**config.mk**
```make
export PLATFORM = sky130hd
export DESIGN_NAME = ghp_weight
export DESIGN_NICKNAME = d
export VERILOG_FILES = /design/src/sv/ghp_pkg.sv /design/src/sv/ghp_weight.sv
export SDC_FILE = /design/constraint.sdc
export NUM_CORES = 2
export LEC_CHECK = 0
export ABC_AREA = 1
export BUFFER_PORTS_ARGS = -buffer_cell sky130_fd_sc_hd__buf_2
export CAP_MARGIN = 20
export CORE_MARGIN = 3
export CORE_UTILIZATION = 45
export DETAILED_ROUTE_END_ITERATION = 16
export GPL_ROUTABILITY_DRIVEN = 1
export PLACE_DENSITY_LB_ADDON = 0.3
export SLEW_MARGIN = 15
export SYNTH_ARGS = -nofsm -noshare
export SYNTH_HDL_FRONTEND = slang
export SYNTH_SLANG_ARGS = --single-unit
```
**constraint.sdc**
```tcl
create_clock -name i_clk -period 8.2 [get_ports i_clk]
set_input_delay 0 -clock i_clk [delete_from_list [all_inputs] [get_ports i_clk]]
set_output_delay 0 -clock i_clk [all_outputs]
set_load 0.005 [all_outputs]
```
**src/sv/ghp_pkg.sv**
```systemverilog
package ghp_pkg;

    localparam int ID_W    = 12;
    localparam int CNT_W   = 13;
    localparam int PART_W  = 6;
    localparam int PCNT_W  = 7;
    localparam int SCORE_W = 34;
    localparam int WT_W    = 21;
    localparam int CMD_W   = 2;
    localparam int CFG_IDX_W  = 2;
    localparam int CFG_DATA_W = 13;

    localparam int NODE_DEPTH = 4096;
    localparam int EDGE_DEPTH = 4096;
    localparam int PART_MAX   = 64;

    localparam logic [CMD_W-1:0] CMD_LOAD    = 2'd0;
    localparam logic [CMD_W-1:0] CMD_SELECT  = 2'd1;
    localparam logic [CMD_W-1:0] CMD_RESTART = 2'd2;

    localparam logic [CFG_IDX_W-1:0] REG_NODE_COUNT = 2'd0;
    localparam logic [CFG_IDX_W-1:0] REG_EDGE_COUNT = 2'd1;
    localparam logic [CFG_IDX_W-1:0] REG_PART_COUNT = 2'd2;

    typedef struct packed {
        logic             start;
        logic [CNT_W-1:0] n;
        logic [CNT_W-1:0] d;
    } t_wt_req;

    typedef struct packed {
        logic            done;
        logic [WT_W-1:0] weight;
    } t_wt_rsp;

endpackage

```
**src/sv/ghp_weight.sv**
```systemverilog
module ghp_weight (
    input  logic             i_clk,
    input  logic             i_rst_n,
    input  ghp_pkg::t_wt_req i_req,
    output ghp_pkg::t_wt_rsp o_rsp
);
    import ghp_pkg::*;

    localparam int DIV_STEPS = 43;
    localparam int SQ_STEPS  = 20;

    typedef enum logic [4:0] {
        W_IDLE = 5'b00001,
        W_K    = 5'b00010,
        W_DIV  = 5'b00100,
        W_SQ   = 5'b01000,
        W_FIN  = 5'b10000
    } t_wstate;

    t_wstate            r_st;
    logic [CNT_W-1:0]   r_n;
    logic [CNT_W-1:0]   r_dk;
    logic [3:0]         r_k;
    logic [42:0]        r_dv;
    logic [CNT_W-1:0]   r_rem;
    logic [30:0]        r_q;
    logic [30:0]        r_x;
    logic [19:0]        r_frac;
    logic [5:0]         r_cnt;
    logic               r_done;
    logic [WT_W-1:0]    r_wt;

    logic [CNT_W:0]     dk2;
    logic [CNT_W:0]     t;
    logic               qbit;
    logic [30:0]        nq;
    logic [61:0]        sq;
    logic [31:0]        y;
    logic [20:0]        rnd;

    always_comb begin
        dk2  = {r_dk, 1'b0};
        t    = {r_rem, r_dv[42]};
        qbit = (t >= {1'b0, r_dk});
        nq   = {r_q[29:0], qbit};
        sq   = 62'(r_x) * 62'(r_x);
        y    = sq[61:30];
        rnd  = {1'b0, r_frac} + 21'd8;
    end

    always_ff @(posedge i_clk) begin
        if (!i_rst_n) begin
            r_st   <= W_IDLE;
            r_done <= 1'b0;
        end else begin
            r_done <= 1'b0;
            unique case (r_st)
                W_IDLE: begin
                    if (i_req.start) begin
                        r_n  <= i_req.n;
                        r_dk <= i_req.d;
                        r_k  <= '0;
                        r_st <= W_K;
                    end
                end
                W_K: begin
                    if (dk2 <= {1'b0, r_n}) begin
                        r_dk <= dk2[CNT_W-1:0];
                        r_k  <= r_k + 4'd1;
                    end else begin
                        r_dv  <= {r_n, 30'b0};
                        r_rem <= '0;
                        r_q   <= '0;
                        r_cnt <= '0;
                        r_st  <= W_DIV;
                    end
                end
                W_DIV: begin
                    r_rem <= qbit ? CNT_W'(t - {1'b0, r_dk}) : t[CNT_W-1:0];
                    r_q   <= nq;
                    r_dv  <= {r_dv[41:0], 1'b0};
                    if (r_cnt == 6'(DIV_STEPS - 1)) begin
                        r_x    <= nq;
                        r_frac <= '0;
                        r_cnt  <= '0;
                        r_st   <= W_SQ;
                    end else begin
                        r_cnt <= r_cnt + 6'd1;
                    end
                end
                W_SQ: begin
                    r_frac <= {r_frac[18:0], y[31]};
                    r_x    <= y[31] ? y[31:1] : y[30:0];
                    if (r_cnt == 6'(SQ_STEPS - 1)) begin
                        r_st <= W_FIN;
                    end else begin
                        r_cnt <= r_cnt + 6'd1;
                    end
                end
                W_FIN: begin
                    r_wt   <= WT_W'({r_k, 16'h0000}) + WT_W'(rnd[20:4]);
                    r_done <= 1'b1;
                    r_st   <= W_IDLE;
                end
                default: r_st <= W_IDLE;
            endcase
        end
    end

    assign o_rsp.done   = r_done;
    assign o_rsp.weight = r_wt;

endmodule

```
# After elaboration in Yosys (flattened, before gate mapping)
# Index checks and enable logic that the tools add are counted.
dict set report op_classes {
  n_addsub 5
  multipliers 1
  order_cmp 2
  eq_ne 13
  mux 28
  n_reduce_logical 11
}
# op count
set ops {}
lappend ops {{$pmux W43 S2} 1}
lappend ops {{$mul A31 B31 Y62} 1}
lappend ops {{$mux W31} 2}
lappend ops {{$pmux W31 S2} 1}
lappend ops {{$pmux W30 S2} 1}
lappend ops {{$mux W13} 4}
lappend ops {{$pmux W13 S2} 2}
lappend ops {{$mux W43} 1}
lappend ops {{$pmux W20 S2} 1}
lappend ops {{$mux W30} 1}
lappend ops {{$add A20 B17 Y21} 1}
lappend ops {{$add A20 B4 Y21 const B} 1}
lappend ops {{$mux W20} 1}
lappend ops {{$mux W5} 4}
lappend ops {{$pmux W5 S4} 1}
lappend ops {{$mux W6} 3}
lappend ops {{$pmux W6 S3} 1}
lappend ops {{$ge A14 B13 Y1} 1}
lappend ops {{$le A14 B13 Y1} 1}
lappend ops {{$sub A13 B13 Y13} 1}
lappend ops {{$ne A2 B2 Y1 const B} 6}
lappend ops {{$reduce_and A4 Y1} 3}
lappend ops {{$reduce_and A3 Y1} 3}
lappend ops {{$mux W4} 2}
lappend ops {{14 further kinds} 16}
dict set report word_totals {
  reg_bits 200
  input_bits 29
  word_cells 72
}

# Logic depth before layout (Yosys ltp)
dict set report logic_depth {
  word_depth 3
  mapped_depth 35
  depth_no_buf 33
}

# Least setup slack after synthesis
# No wires, ideal clock.
dict set report synth_timing {
  path_kind {reg-to-reg}
  from {register r_x[8]}
  to {register r_x[29], data pin}
  setup_time_ns 0.253
  arrival_ns 6.748
  t_required_ns 7.947
  slack_ns 1.199
  path_stages_with_launch 31
  n_path_buf 3
  synth_period_minus_slack_ns 7.001
  path_cell_list {edfxtp_1 > clkbuf_1 > clkbuf_1 > nand2_1 > fa_1 > fa_1 > inv_1 > fa_1 > inv_1 > fa_1 > inv_1 > fa_1 > fa_1 > fa_1 > inv_1 > fa_1 > inv_1 > ha_1 > nand2_1 > nor2_2 > and2_1 > nand2_1 > nor2_1 > nand2_2 > nand2_2 > nand2_1 > nand2_4 > buf_8 > nand2_1 > nand3_1 > nand2_1}
}
dict set report synth_between {
  elab_chain_len 3
}
# element line
set synth_lines {}
lappend synth_lines {{start: declaration} ghp_weight.sv:27} ;# logic [30:0] r_x;
lappend synth_lines {{start signal: assignment} ghp_weight.sv:83} ;# r_x <= nq;
lappend synth_lines {{start signal: assignment} ghp_weight.sv:93} ;# r_x <= y[31] ? y[31:1] : y[30:0];
lappend synth_lines {{$mul A31 B31 Y62} ghp_weight.sv:46} ;# sq = 62'(r_x) * 62'(r_x);
lappend synth_lines {{$mux W31} ghp_weight.sv:93}
lappend synth_lines {{$pmux W31 S2} ghp_weight.sv:57} ;# unique case (r_st)
# Every way passes these cells.
# A chain may end at the register's enable or synchronous reset.

# Final worst setup path
dict set report layout_timing {
  from {register r_x[9]}
  to {register r_x[30], data pin}
}
# Same word-level chain as after synthesis.

==> impl_metrics.ini <==
[pwr]
pwr-share-clk_pct = 36.9
switchingPower_uw = 744.2
seqPwrFrac_pct = 41.7
switching_share_pct = 31.03
p_leak_uw = 0.02288
power_frac_comb_pct = 21.4
p_int_uw = 1654
vdd_drop_max_v = 0.0001420
power_uw = 2398
power.density_nw_per_um2 = 60.18

[final_layout]
n_fill_cell = 7775
drive_gt1_share_pct = 4.138
nNetsFinal = 5631
final_area_um2 = 39850
multiInputGateArea_um2 = 26430
regArea_um2 = 5045
area_growth_pct = 6.920
diodes = 0
utilization_pct = 48.99
stdcell_count = 5627

[logic_synthesis]
synth_top_area_share_pct = 40.18
synth_area_leaders = fa_1 40%, inv_1 14%, edfxtp_1 13%
synth.net_count = 5586
seq_area_frac_synth_pct = 13.54
ys_ff_latch = 170
yosysWarnings = 0
syn_area_per_cell_um2 = 8.265
synthFlopType = edfxtp_1
netlist_area_um2 = 37270
synth-edff-count = 164
syn_inst = 4509
ys_async_sr_fraction_pct = 0
yosys.area.top_type = fa_1
synth.distinct_cells = 48

[clocking]
cts_root_buf = clkbuf_16
cts.sinks = 170
cts_buffer_depth = 2
clock_latency_ns = 0.45
cts_tree = done
cts_buffers = 17
htreeDepth = 4
cts_resized = 0
path_clk_slew_ns = 0.08

[grt]
grt_util_all_layers_pct = 23.42
grt_pass1_wl_um = 157500
first_global_vias = 29470
grt-ovfl-total = 0
antenna_found_initial = 0
grt_max_degree = 55

[routing]
antenna_left = 0
routed_wirelength_um = 96220
route.detailed.drc = 0
vias_per_cell = 4.918
drt-initial-drc-count = 1921
via_count = 27670
first_pass_iters = 5
wl_per_cell_um = 17.10

[placement]
portBuffers = 50
dp.cells = 5566
gp_congestion = 1.003
dpl_cell_area_um2 = 38930
detailed_place_hpwl_um = 81090

[floorplan]
io_pins = 51
rows = 104
coreArea_um2 = 81330
initial_core_util_pct = 45.82
die_y_um = 293.8
die_w_um = 293.8
die_area_um2 = 86300

[timing]
fin_setup_tns_ns = 0
timing.final.crit_share_pct = 95.36
tightest_slew_ns = 0.9285
hold_violations = 0
clock_skew_ns = 0.01932
drv_slew = 0
fmax_mhz = 127.9
max_slew_margin_pct = 38.10
period_needed_ns = 7.820
setup_viol = 0
rsz0062_at_grt = no

[worst_hold_path]
hold_depth = 2
hold_path_class = in -> reg
hp-start = i_req[16]
min_to = r_n[3]$_DFFE_PP_

[setup_path]
reg2reg_depth = 27
r2r_start = r_x[9]$_DFFE_PP_
start_kind = flip-flop
arrival_ns = 8.00
path_class = reg -> reg
rrSetupSlack_ns = 0.38
cp-end-kind = flip-flop
cp.required_ns = 8.38
cp_max_fo = 24
rr_endpoint = r_x[30]$_DFFE_PP_

[outcome]
status = completed

[run]
drv_cap = 0
## flip-flops by register name (all words and copies together) (netlist names)
register  flops
r_cnt         6
r_dk         13
r_done        1
r_dv         13
r_frac       20
r_k           4
r_n          13
r_q          30
r_rem        13
r_st          5
r_wt         21
r_x          31
## cell usage in the layout (no fill, tap or decap), types with 7 or more instances in the layout
cell type	instances
dlygate4sd3_1	29
clkbuf_16	17
ha_1	300
nand2_2	7
nand2_1	1091
o21ai_0	64
o21bai_1	16
nand4_1	19
xor2_1	40
buf_4	62
nor3_1	21
fa_1	748
inv_1	1419
edfxtp_1	164
nor2_1	189
a21o_1	7
buf_2	50
xnor2_1	21
nand3_1	126
nand3b_1	7
a21oi_1	90
## area by class of cell
class,count,share of cell area [%]
Multi-Input combinational cell,2797,66.33
Inverter,1423,13.41
Sequential cell,170,12.66
Tap cell,1060,3.329
Timing Repair Buffer,145,2.704
Clock buffer,17,1.068
Clock inverter,15,0.5087
## kinds of logic (layout without fill, tap and decap cells)
logic type / count (synthesis) / after routing / synth area share (%)
buffers and inverters: 1542 / 1600 / 15.65
AO/OA/AOI/OAI: 196 / 196 / 2.958
XOR/XNOR: 61 / 61 / 1.434
AND/OR/NAND/NOR: 1492 / 1492 / 16.17
flip-flops: 170 / 170 / 13.54
adder cells (fa/ha/maj): 1048 / 1048 / 50.25
## critical path, cell delays in order (launching register included)
cell,delay (ns)
edfxtp_1,0.94
nand2_1,0.19
fa_1,0.56
fa_1,0.55
inv_1,0.05
fa_1,0.53
inv_1,0.05
fa_1,0.50
inv_1,0.06
fa_1,0.55
fa_1,0.43
fa_1,0.52
inv_1,0.06
fa_1,0.47
inv_1,0.04
ha_1,0.38
nand2_1,0.10
nand2_1,0.08
a21oi_1,0.22
nand2_1,0.14
nand2_1,0.08
nand2_1,0.10
a21oi_4,0.18
nand2_2,0.08
nand2_2,0.08
nand2_4,0.21
nor2_8,0.31
a21oi_2,0.09
## synthesized netlist by cell type, types with 2 or more instances
| cell | count |
|---|---|
| inv_1 | 1419 |
| nand2_1 | 1091 |
| fa_1 | 748 |
| ha_1 | 300 |
| nor2_1 | 190 |
| edfxtp_1 | 164 |
| nand3_1 | 126 |
| clkbuf_1 | 102 |
| a21oi_1 | 91 |
| o21ai_0 | 64 |
| xor2_1 | 40 |
| nor3_1 | 21 |
| xnor2_1 | 21 |
| nand4_1 | 19 |
| o21bai_1 | 16 |
| a21o_1 | 7 |
| nand2_2 | 7 |
| nand3b_1 | 7 |
| nor4_1 | 7 |
| buf_1 | 6 |
| buf_2 | 6 |
| dfxtp_1 | 6 |
| or2_2 | 6 |
| nor2_2 | 5 |
| o21a_1 | 4 |
| a211oi_1 | 3 |
| a21oi_2 | 3 |
| buf_6 | 3 |
| inv_2 | 3 |
| a221oi_1 | 2 |
| a31o_2 | 2 |
| nand2_4 | 2 |
| nand3_2 | 2 |
| nor3_2 | 2 |
## layer usage
layer	up-vias	share of wire (%)	global-route usage, %	wire length (µm)
met2	828	48	39.37	45790
li1	13040	-	-	-
met1	13690	44	32.77	42240
met4	0	2.1	4.856	2000
met3	115	6.4	2.981	6183
met5	-	0	0	0
## power groups by stage
stage	sequential (µW)	combinational [µW]	clock [µW]
2_1_floorplan	1020	342	0
3_3_place_gp	1020	486	0
3_5_place_dp	1020	490	0
4_1_cts	1000	507	897
5_1_grt	1000	574	926
6_report	1000	513	884
## per-stage QoR
stage	setup slack, ns	hold WS, ns
2_1_floorplan	1.199	0.08516
3_3_place_gp	0.4505	0.1785
3_5_place_dp	0.4981	0.1781
4_1_cts	0.3930	0.2405
5_1_grt	0.06315	0.2656
6_report	0.3801	0.2567
## worst max path at each step
stage / startpoint / to / cells after the start
2_1_floorplan: r_x[8]$_DFFE_PP_ / r_x[29]$_DFFE_PP_ / 30
3_3_place_gp: r_x[9]$_DFFE_PP_ / r_x[30]$_DFFE_PP_ / 27
3_5_place_dp: r_x[13]$_DFFE_PP_ / r_x[24]$_DFFE_PP_ / 27
4_1_cts: r_x[9]$_DFFE_PP_ / r_x[30]$_DFFE_PP_ / 29
5_1_grt: r_x[9]$_DFFE_PP_ / r_x[15]$_DFFE_PP_ / 28
6_report: r_x[9]$_DFFE_PP_ / r_x[30]$_DFFE_PP_ / 27
## repair_timing
item	CTS	global route
endpoints found under the hold margin	28	0
setup buffers	0	0
hold buffers	29	0
setup endpoints to repair	0	0
Power figures use the tool's default switching activity.
